**src/design/swam_pkg.sv**
```systemverilog
// shared constants, register indexes and controller/datapath interface types
// for the sliding window average / max block; no dependencies
`timescale 1ns / 1ps

package swam_pkg;

  // ring size and derived widths
  localparam int WINDOW_MAX = 64;
  localparam int DATA_W     = 64;
  localparam int ADDR_W     = (WINDOW_MAX > 1) ? $clog2(WINDOW_MAX) : 1;
  localparam int LEN_W      = $clog2(WINDOW_MAX + 1);
  localparam int DIV_CNT_W  = $clog2(DATA_W);

  // configuration port
  localparam int CFG_IDX_W  = 2;
  localparam int CFG_DATA_W = 7;
  localparam int CFG_LEN_W  = 7;

  localparam logic [CFG_IDX_W-1:0] CFG_MODE       = 2'd0;
  localparam logic [CFG_IDX_W-1:0] CFG_WINDOW_LEN = 2'd1;

  localparam logic                 MODE_AVG       = 1'b0;
  localparam logic                 MODE_MAX       = 1'b1;
  localparam logic [CFG_LEN_W-1:0] WINDOW_LEN_RST = 7'd4;

  // controller -> datapath
  typedef struct packed {
    logic accept;     // input transfer this cycle
    logic avg_sum;    // update running sum, write sample to ring
    logic div_init;   // load divider from running sum
    logic div_step;   // one quotient bit
    logic walk_step;  // one ring read / compare of the max walk
    logic out_load;   // load output register
    logic cfg_write;  // configuration transfer this cycle
  } swam_cmd_t;

  // datapath -> controller
  typedef struct packed {
    logic mode_max;
    logic walk_done;
  } swam_status_t;

endpackage

```
**src/design/swam_ctrl.sv**
```systemverilog
// controller: item sequencing state machine, divider step count and
// output valid flag; uses swam_pkg
`timescale 1ns / 1ps

module swam_ctrl (
  input  logic                   clk_i,
  input  logic                   rst_ni,
  input  logic                   in_valid_i,
  input  logic                   sample_defined_i,
  output logic                   in_stall_o,
  output logic                   out_valid_o,
  input  logic                   out_stall_i,
  input  logic                   cfg_valid_i,
  output logic                   cfg_ready_o,
  input  swam_pkg::swam_status_t status_i,
  output swam_pkg::swam_cmd_t    cmd_o
);

  localparam logic [2:0] S_IDLE = 3'd0;
  localparam logic [2:0] S_SUM  = 3'd1;
  localparam logic [2:0] S_INIT = 3'd2;
  localparam logic [2:0] S_DIV  = 3'd3;
  localparam logic [2:0] S_WALK = 3'd4;
  localparam logic [2:0] S_FIN  = 3'd5;

  logic [2:0]                     state_q, state_d;
  logic [swam_pkg::DIV_CNT_W-1:0] div_cnt_q, div_cnt_d;
  logic                           out_valid_q, out_valid_d;
  logic                           idle_c;

  assign idle_c = (state_q == S_IDLE);

  // an offered input transfer wins over a config write in the same cycle
  always_comb begin
    cmd_o           = '0;
    cmd_o.accept    = idle_c && in_valid_i;
    cmd_o.cfg_write = idle_c && cfg_valid_i && !in_valid_i;
    state_d         = state_q;
    div_cnt_d       = div_cnt_q;
    unique case (state_q)
      S_IDLE: begin
        if (in_valid_i) begin
          if (!sample_defined_i) begin
            state_d = S_FIN;
          end else if (status_i.mode_max) begin
            state_d = S_WALK;
          end else begin
            state_d = S_SUM;
          end
        end
      end
      S_SUM: begin
        cmd_o.avg_sum = 1'b1;
        state_d       = S_INIT;
      end
      S_INIT: begin
        cmd_o.div_init = 1'b1;
        div_cnt_d      = swam_pkg::DIV_CNT_W'(swam_pkg::DATA_W - 1);
        state_d        = S_DIV;
      end
      S_DIV: begin
        cmd_o.div_step = 1'b1;
        if (div_cnt_q == '0) begin
          state_d = S_FIN;
        end else begin
          div_cnt_d = div_cnt_q - swam_pkg::DIV_CNT_W'(1);
        end
      end
      S_WALK: begin
        if (status_i.walk_done) begin
          state_d = S_FIN;
        end else begin
          cmd_o.walk_step = 1'b1;
        end
      end
      S_FIN: begin
        if (!out_valid_q || !out_stall_i) begin
          cmd_o.out_load = 1'b1;
          state_d        = S_IDLE;
        end
      end
      default: begin
        state_d = S_IDLE;
      end
    endcase
  end

  assign out_valid_d = cmd_o.out_load || (out_valid_q && out_stall_i);

  always_ff @(posedge clk_i or negedge rst_ni) begin
    if (!rst_ni) begin
      state_q     <= S_IDLE;
      div_cnt_q   <= '0;
      out_valid_q <= 1'b0;
    end else begin
      state_q     <= state_d;
      div_cnt_q   <= div_cnt_d;
      out_valid_q <= out_valid_d;
    end
  end

  assign in_stall_o  = !idle_c;
  assign cfg_ready_o = idle_c && !in_valid_i;
  assign out_valid_o = out_valid_q;

`ifndef SYNTHESIS
  a_avg_to_sum: assert property (@(posedge clk_i) disable iff (!rst_ni)
    (cmd_o.accept && sample_defined_i && !status_i.mode_max) |=> (state_q == S_SUM))
    else $error("average item did not enter the sum state");
  a_init_to_div: assert property (@(posedge clk_i) disable iff (!rst_ni)
    (state_q == S_INIT) |=> (state_q == S_DIV) && (div_cnt_q != '0))
    else $error("divider not started with a full step count");
  a_div_holds: assert property (@(posedge clk_i) disable iff (!rst_ni)
    (state_q == S_DIV) && (div_cnt_q != '0) |=> (state_q == S_DIV))
    else $error("divider left before all quotient bits");
  a_no_overwrite: assert property (@(posedge clk_i) disable iff (!rst_ni)
    cmd_o.out_load |-> (!out_valid_q || !out_stall_i))
    else $error("output register loaded while a stalled result waits");
`endif

endmodule

```
**config.mk**
```make
export PLATFORM = sky130hd
export DESIGN_NAME = swam_ctrl
export DESIGN_NICKNAME = d
export VERILOG_FILES = /design/src/design/swam_pkg.sv /design/src/design/swam_ctrl.sv
export SDC_FILE = /design/constraint.sdc
export NUM_CORES = 1
export LEC_CHECK = 0
export BUFFER_PORTS_ARGS = -buffer_cell sky130_fd_sc_hd__buf_2
export CELL_PAD_IN_SITES_DETAIL_PLACEMENT = 2
export CELL_PAD_IN_SITES_GLOBAL_PLACEMENT = 2
export CORE_ASPECT_RATIO = 1.2
export CORE_MARGIN = 3
export CORE_UTILIZATION = 26
export CTS_CLUSTER_DIAMETER = 200
export DETAILED_ROUTE_END_ITERATION = 7
export PLACE_DENSITY = 0.8
export SETUP_SLACK_MARGIN = 0.02
export SYNTH_ARGS = -nofsm -noshare
export SYNTH_HDL_FRONTEND = slang
export SYNTH_SLANG_ARGS = --single-unit
```
**constraint.sdc**
```tcl
create_clock -name clk_i -period 1.5 [get_ports clk_i]
set_input_delay 0.15 -clock clk_i [delete_from_list [all_inputs] [get_ports clk_i]]
set_output_delay 0.15 -clock clk_i [all_outputs]
set_load 0.05 [all_outputs]
```
==> out/results.ini, run 1 <==
[status]
status=finished with violations
violations=setup timing

[sta]
fmax_mhz=585
worst_slack_ps=-210
worstMarginPinSlew_ps=447
rsz0062_at_grt=true
finClkSkew_ps=2.45
fin_crit_sh_pct=114
hold_slack_ps=161
fin_crit_ps=1710
slew_headroom_pct=70.2
hold_viol_final=0
slew_violations=0
setup_viol=12

[floorplan]
dieArea_um2=3240
chipWidth_um=52.5
rows=19
die_h_um=61.8
start_util_pct=28.4
ioPinCount=18
core_region_area_um2=2380

[yosys]
synth.top_cell.area_share_pct=37.1
ys_warn_count=0
yosysSeqAreaShare_pct=37.1
synth.cell_area_um2=674
syn_area_per_cell_um2=8.99
ys_top_cells_by_area=dfrtp_1 (37%), mux2i_1 (5.9%), nor2_1 (5.0%), ha_1 (3.7%), nor3_1 (3.7%)
synth_top_cell_by_area=dfrtp_1
ys_ff_latch=10
synth_nets=85
synth_cells=75
ys_types=30

[worst_hold_path]
holdCritPathClass=primary input to flip-flop
hp-start=out_stall_i
hold_depth=3
min_delay_worst_endpoint=out_valid_o$_DFF_PN0_

[cts]
cts_num_sinks=10
path_clk_slew_ps=70
cts_tree=done
cts_buffers=3
clk_latency_ps=260
root_buffer=clkbuf_4
clockBufferDepth=2
ctsHtreeMaxLevel=1

[critical_path]
critPathCaptureType=flip-flop
worstPathArrival_ps=1900
ff2ff_setup_slack_ps=-210
cp_slowest_cell=or4b_4
path_cells=inv_2 -> ha_4 -> or4b_4 -> o32ai_2 -> a32o_1
crit_path_start_kind=flip-flop
path_delay_family=simple AND/OR/NAND/NOR gates
path_max_fanout=4
cp_num_buf_inv=1
rr_worst_depth=5
r2r-end=state_q[2]$_DFFE_PN0P_
worstReg2RegStart=div_cnt_q[0]$_DFFE_PN0P_
criticalPathCategory=flip-flop to flip-flop
cp_data_required_time_ps=1690
max_stage_delay_ps=520

[power]
power.leakage_uw=0.000566
vdd_drop_max_mv=0.984
p_per_area_nw_per_um2=1620

[placement]
dpl.hpwl_um=1830
post-place-ws_ps=-203
gp_congestion=0.809
io_buffers=17

[global_route]
antenna_found_initial=0
overflow=0
grtUsageTotal_pct=17.3
grt_start_max_net_pins=14
grt_pass1_wl_um=4080
grt_pass1_vias=841

[route]
vias=754
wire_per_inst_um=19.4
remaining_drc_errors=0
routed_wl_um=2920
first_pass_iters=4
postRouteAntennaNets=0
drt-vias-per-instance=4.99
drtIter0Drc=10

[cells_and_area]
nets=132
synthToLayoutAreaGrowth_pct=80.7
drive_gt1_share_pct=56.7
num_antenna_cells=0

[flow_run]
maxCapViolations=0

==> registers in the layout, indices dropped and copies added, names as in the netlist <==
name	count
out_valid_o	1
div_cnt_q	6
state_q	3
==> power by group <==
| group | total (uW) | internal (uW) | switching [uW] |
|---|---|---|---|
| combinational | 1290 | 640 | 655 |
| clock | 187 | 92.6 | 94.5 |
| sequential | 490 | 369 | 121 |
==> final cells by class <==
| class | instances | area, um^2 |
|---|---|---|
| tap | 31 | 38.8 |
| timing repair buffer | 45 | 397 |
| inverter | 5 | 18.8 |
| sequential | 10 | 250 |
| multi-input combinational | 57 | 492 |
| clock buffer | 3 | 22.5 |
| fill | 245 | 1160 |
==> cells by family (layout without fill, tap and decap cells) <==
kind of cell               Yosys count  in the layout  share of synthesized area [%]
and+or+nand+nor                     37             37                           31.9
AOI/OAI and AO/OA                   14             14                           16.3
DFF                                 10             10                           37.1
buffers and inverters                8             53                           5.01
muxes                                4              4                           5.94
adders and majority gates            2              2                           3.71
==> worst register-to-register path: cells and delay by family, from the launching register on <==
family / cells / cell delay, ps
compound gates: 2 / 490
flops: 1 / 400
simple gates: 1 / 520
fa+ha+maj: 1 / 130
buf+inv: 1 / 90
==> routing by layer <==
layer | share of wire, % | GRT usage, % | up-vias | wire length [um]
met1 | 37 | 18.2 | 376 | 1090
met5 | 0 | 0 | - | 0
met2 | 59 | 34.2 | 19 | 1740
met3 | 2.5 | 3.10 | 2 | 74
met4 | 0.51 | 5.84 | 0 | 15
li1 | - | - | 357 | -
==> Yosys cell counts <==
| cell type | number |
|---|---|
| nor3b_2 | 1 |
| a211o_1 | 1 |
| nand4b_1 | 1 |
| o21ai_0 | 2 |
| buf_2 | 3 |
| ha_1 | 2 |
| nand3b_1 | 3 |
| nand4_1 | 1 |
| o211ai_2 | 1 |
| nor2_1 | 9 |
| a21boi_0 | 1 |
| nand3_1 | 1 |
| o31a_1 | 1 |
| or3_1 | 1 |
| o21ai_2 | 1 |
| mux2i_1 | 4 |
| inv_1 | 5 |
| nor3b_1 | 3 |
| or2_2 | 2 |
| a32o_1 | 1 |
| nand2_1 | 4 |
| and2_1 | 1 |
| dfrtp_1 | 10 |
| nand2b_1 | 1 |
| or4b_4 | 1 |
| o211ai_1 | 1 |
| o32ai_2 | 1 |
| nor2b_1 | 3 |
| a21oi_1 | 4 |
| nor3_1 | 5 |
==> timing repair <==
item,4_1_cts,5_1_grt
setup buffers,7,9
setup endpoints to repair,14,18
hold endpoints to repair,10,0
pin swaps,6,8
gates resized for setup,21,22
hold buffers,1,0
==> cells in the final DEF, fill, tap and decap left out, types with 2 or more instances in the layout <==
| cell type | n |
|---|---|
| buf_4 | 23 |
| dfrtp_1 | 10 |
| buf_2 | 8 |
| nor2_1 | 7 |
| buf_6 | 7 |
| buf_8 | 5 |
| nand2_1 | 4 |
| nor3_1 | 4 |
| mux2i_1 | 4 |
| inv_2 | 3 |
| nand3b_1 | 3 |
| nor2b_1 | 3 |
| a21oi_1 | 3 |
| clkbuf_4 | 3 |
| nor3b_4 | 2 |
| nor2_4 | 2 |
| inv_1 | 2 |
| ha_4 | 2 |
==> worst max-delay path by stage <==
| stage | start | endpoint | slack [ps] | cells past startpoint |
|---|---|---|---|---|
| global placement | div_cnt_q[1]$_DFFE_PN0P_ | state_q[2]$_DFFE_PN0P_ | -50 | 5 |
| detailed placement | div_cnt_q[1]$_DFFE_PN0P_ | div_cnt_q[1]$_DFFE_PN0P_ | -200 | 5 |
| floorplan | state_q[1]$_DFFE_PN0P_ | cmd_o[0] | -330 | 4 |
| finish | div_cnt_q[0]$_DFFE_PN0P_ | state_q[2]$_DFFE_PN0P_ | -210 | 5 |
| global route | div_cnt_q[0]$_DFFE_PN0P_ | state_q[2]$_DFFE_PN0P_ | -300 | 5 |
| CTS | div_cnt_q[1]$_DFFE_PN0P_ | div_cnt_q[3]$_DFFE_PN0P_ | -150 | 5 |
==> metrics by stage <==
| step | util [%] | power [uW] | setup TNS (ps) | cells | instance area (um^2) |
|---|---|---|---|---|---|
| floorplan | - | 994 | -1730 | 75 | 713 |
| global placement | 39.8 | 1360 | -241 | 135 | 947 |
| detailed placement | 39.8 | 1450 | -1080 | 135 | 947 |
| CTS | 45.7 | 1770 | -909 | 144 | 1090 |
| global route | 51.3 | 2120 | -2690 | 151 | 1220 |
| finish | 51.3 | 1970 | -1610 | 151 | 1220 |
Power figures use the tool's default switching activity.
==> run 2: changes to the inputs <==
ABC_AREA = 1   (was unset)
PLACE_DENSITY = 0.82   (was 0.8)
==> run 2 against run 1 <==
The run still ends with setup timing left. Sequential share of layout area increased by 3.1 points. Non-clock buffer count decreased by 19. First-iteration DRC count increased by 110%. Combinational power rose by 40%. Via count fell by 2.9%. Cell count increased by 2.6%. Maximum frequency up 11%. Power grew 29%. Critical path depth up 1. Sequential cell count is the same. Clock power rose by 4%. Routed wire length down 19%.
==> out/results.ini, run 2 <==
[global_route]
grtUsageTotal_pct=14.8  ; -2.5 points
grt_pass1_wl_um=3810  ; -6.6%
overflow=0  ; unchanged
grt_start_max_net_pins=11  ; -3
antenna_found_initial=0  ; unchanged
grt_pass1_vias=778  ; -7.5%

[yosys]
ys_top_cells_by_count=inv_1 (14), nand2_1 (14), dfrtp_1 (10), nand3_1 (9), nor2_1 (8)
ys_types=24  ; -20%
ys_ff_latch=10  ; unchanged
synth_edf_count=0  ; unchanged
synth_cells=93  ; +24%
synth_top_family_by_area=simple AND/OR/NAND/NOR gates
synth.top_cell.area_share_pct=34.0  ; -3.1 points
yosys.area_share.simple_pct=42.8  ; +11 points
ys_top_cells_by_area=dfrtp_1 (34%), inv_1 (7.1%), nand2_1 (7.1%), nand3_1 (6.1%), nand2_8 (5.4%)
synth.cell_area_um2=737  ; +9.3%
synth_fa_ha_area_share_pct=3.40  ; -0.31 points
muxShareOfSynthArea_pct=0  ; -5.9 points
yosys.area_share.xor_xnor_pct=0  ; unchanged
synth_compound_area_share_pct=9.85  ; -6.5 points
yosysSeqAreaShare_pct=34.0  ; -3.1 points
async_flop_share_pct=100  ; unchanged
synth_nets=103  ; +21%
syn_area_per_cell_um2=7.92  ; -12%
ys_warn_count=0  ; unchanged
synthFlopType=dfrtp_1
synth_top_cell_by_area=dfrtp_1

[worst_hold_path]
hp-start=out_stall_i
holdCritPathClass=primary input to flip-flop
min_delay_worst_endpoint=out_valid_o$_DFF_PN0_
hold_depth=3  ; unchanged

[placement]
io_buffers=17  ; unchanged
dpl.hpwl_um=1550  ; -15%
gp_congestion=0.726  ; -10%

[critical_path]
worstPathArrival_ps=1390  ; -510 ps
crit_path_start_kind=flip-flop
ff2ff_setup_slack_ps=90  ; +300 ps
rr_worst_depth=7  ; +2
path_max_fanout=4  ; unchanged
cp_data_required_time_ps=1350  ; -340 ps
criticalPathCategory=flip-flop to output pin
worstReg2RegStart=state_q[2]$_DFFE_PN0P_
critPathCaptureType=output pin
r2r-end=div_cnt_q[5]$_DFFE_PN0P_

[floorplan]
ioPinCount=18  ; unchanged
rows=20  ; +1
core_region_area_um2=2630  ; +11%
chipWidth_um=54.6  ; +4.0%
die_h_um=64.3  ; +4.1%
dieArea_um2=3510  ; +8.3%
start_util_pct=28.0  ; -0.32 points

[sta]
setup_viol=1  ; -11
finClkSkew_ps=3.17  ; +0.721 ps
setup_tns_ps=-41.5  ; +1570 ps
worstMarginPinSlew_ps=250  ; -197 ps
slew_headroom_pct=83.4  ; +13 points
rsz0062_at_grt=true
slew_violations=0  ; unchanged
fmax_mhz=649  ; +11%
fin_crit_ps=1540  ; -168 ps
hold_slack_ps=143  ; -18.3 ps
worst_slack_ps=-41.5  ; +168 ps
hold_viol_final=0  ; unchanged
fin_crit_sh_pct=103  ; -11 points

[cts]
path_clk_slew_ps=70  ; about the same
cts_buffers=3  ; unchanged
clk_latency_ps=270  ; about the same
cts_tree=done
root_buffer=clkbuf_4
ctsHtreeMaxLevel=1  ; unchanged
cts_num_sinks=10  ; unchanged
clockBufferDepth=2  ; unchanged

[cells_and_area]
largest-register=div_cnt_q
utilization_pct=40.7  ; -11 points
synthToLayoutAreaGrowth_pct=45.2
largest_reg_flops=6  ; unchanged
layout_common_cells=nand2_1 (14), inv_1 (11), nand3_1 (9)
nFillCells=312  ; +27%
num_antenna_cells=0  ; unchanged
drive_gt1_share_pct=50.8  ; -5.8 points
nets=134  ; +1.5%
final_common_cell=nand2_1

[route]
routed_wl_um=2360  ; -19%
wire_per_inst_um=15.2  ; -21%
vias=732  ; -2.9%
remaining_drc_errors=0  ; unchanged
drtIter0Drc=21  ; +11
first_pass_iters=2  ; -2
postRouteAntennaNets=0  ; unchanged
drt-vias-per-instance=4.72  ; -5.4%

[power]
power.leakage_uw=0.000531  ; -6.2%
vdd_drop_max_mv=0.885  ; -10%
p_per_area_nw_per_um2=2380  ; +47%

[flow_run]
maxCapViolations=0  ; unchanged

[status]
violations=setup timing
status=finished with violations

-- run 2: cell count changes after synthesis, sizes merged, moves of 4 or more --
cell and delta:
nand2 +19, mux2i -4, nor3 -4, nor3b -4, nand3 +9, inv +14
-- run 2: per-layer routing --
metal  global-route usage, %  share of wire [%]
met5                       0                  0
met4                    4.67                3.0
met3                    2.10                1.9
met2                    22.9                 50
met1                    20.5                 45
-- run 2: cell families (layout without fill, tap and decap cells) --
group / Yosys count / in the layout
buf+inv: 19 / 48
compound gates: 11 / 11
simple gates: 51 / 51
fa+ha+maj: 2 / 2
flops: 10 / 10
-- run 2: final cells by class --
cell class	instances	area (um^2)	area share (%)
sequential	10	253	23.6
multi-input combinational	64	468	43.7
tap	33	41.3	3.86
timing repair buffer	26	211	19.8
inverter	19	73.8	6.90
clock buffer	3	22.5	2.11
-- run 2: per-stage QoR --
stage | cells | cell area [um^2] | power, uW | setup WS, ps
2_1_floorplan | 93 | 753 | 1660 | -143
6_report | 155 | 1070 | 2540 | -41.5
5_1_grt | 155 | 1070 | 2770 | -104
3_3_place_gp | 144 | 887 | 1920 | 144
3_5_place_dp | 144 | 887 | 1980 | 82.0
4_1_cts | 148 | 960 | 2270 | 0.300
-- run 2: timing repair --
item	CTS	global route
hold buffers	1	0
setup buffers	0	7
endpoints found under the setup margin	8	12
hold endpoints to repair	10	0
resized for setup	14	18
pin swaps	0	4
-- run 2: report_power, final --
| group | internal [uW] | switching, uW |
|---|---|---|
| logic | 648 | 1160 |
| registers | 401 | 142 |
| clock network | 92.9 | 102 |
| total | 1140 | 1400 |
-- run 2: critical path, cell delays in order, from the launching register on --
cell	delay, ps
dfrtp_2	440
inv_2	80
nand2_4	70
nor2_4	160
inv_2	70
nor2_4	120
buf_6	170
-- run 2: worst max path at each step --
stage,startpoint,end,slack (ps)
3_5_place_dp,div_cnt_q[0]$_DFFE_PN0P_,div_cnt_q[1]$_DFFE_PN0P_,80
6_report,state_q[1]$_DFFE_PN0P_,cmd_o[6],-40
5_1_grt,state_q[1]$_DFFE_PN0P_,cmd_o[6],-100
3_3_place_gp,div_cnt_q[0]$_DFFE_PN0P_,div_cnt_q[1]$_DFFE_PN0P_,140
4_1_cts,state_q[1]$_DFFE_PN0P_,cmd_o[0],0.3
2_1_floorplan,state_q[0]$_DFFE_PN0P_,cmd_o[6],-140
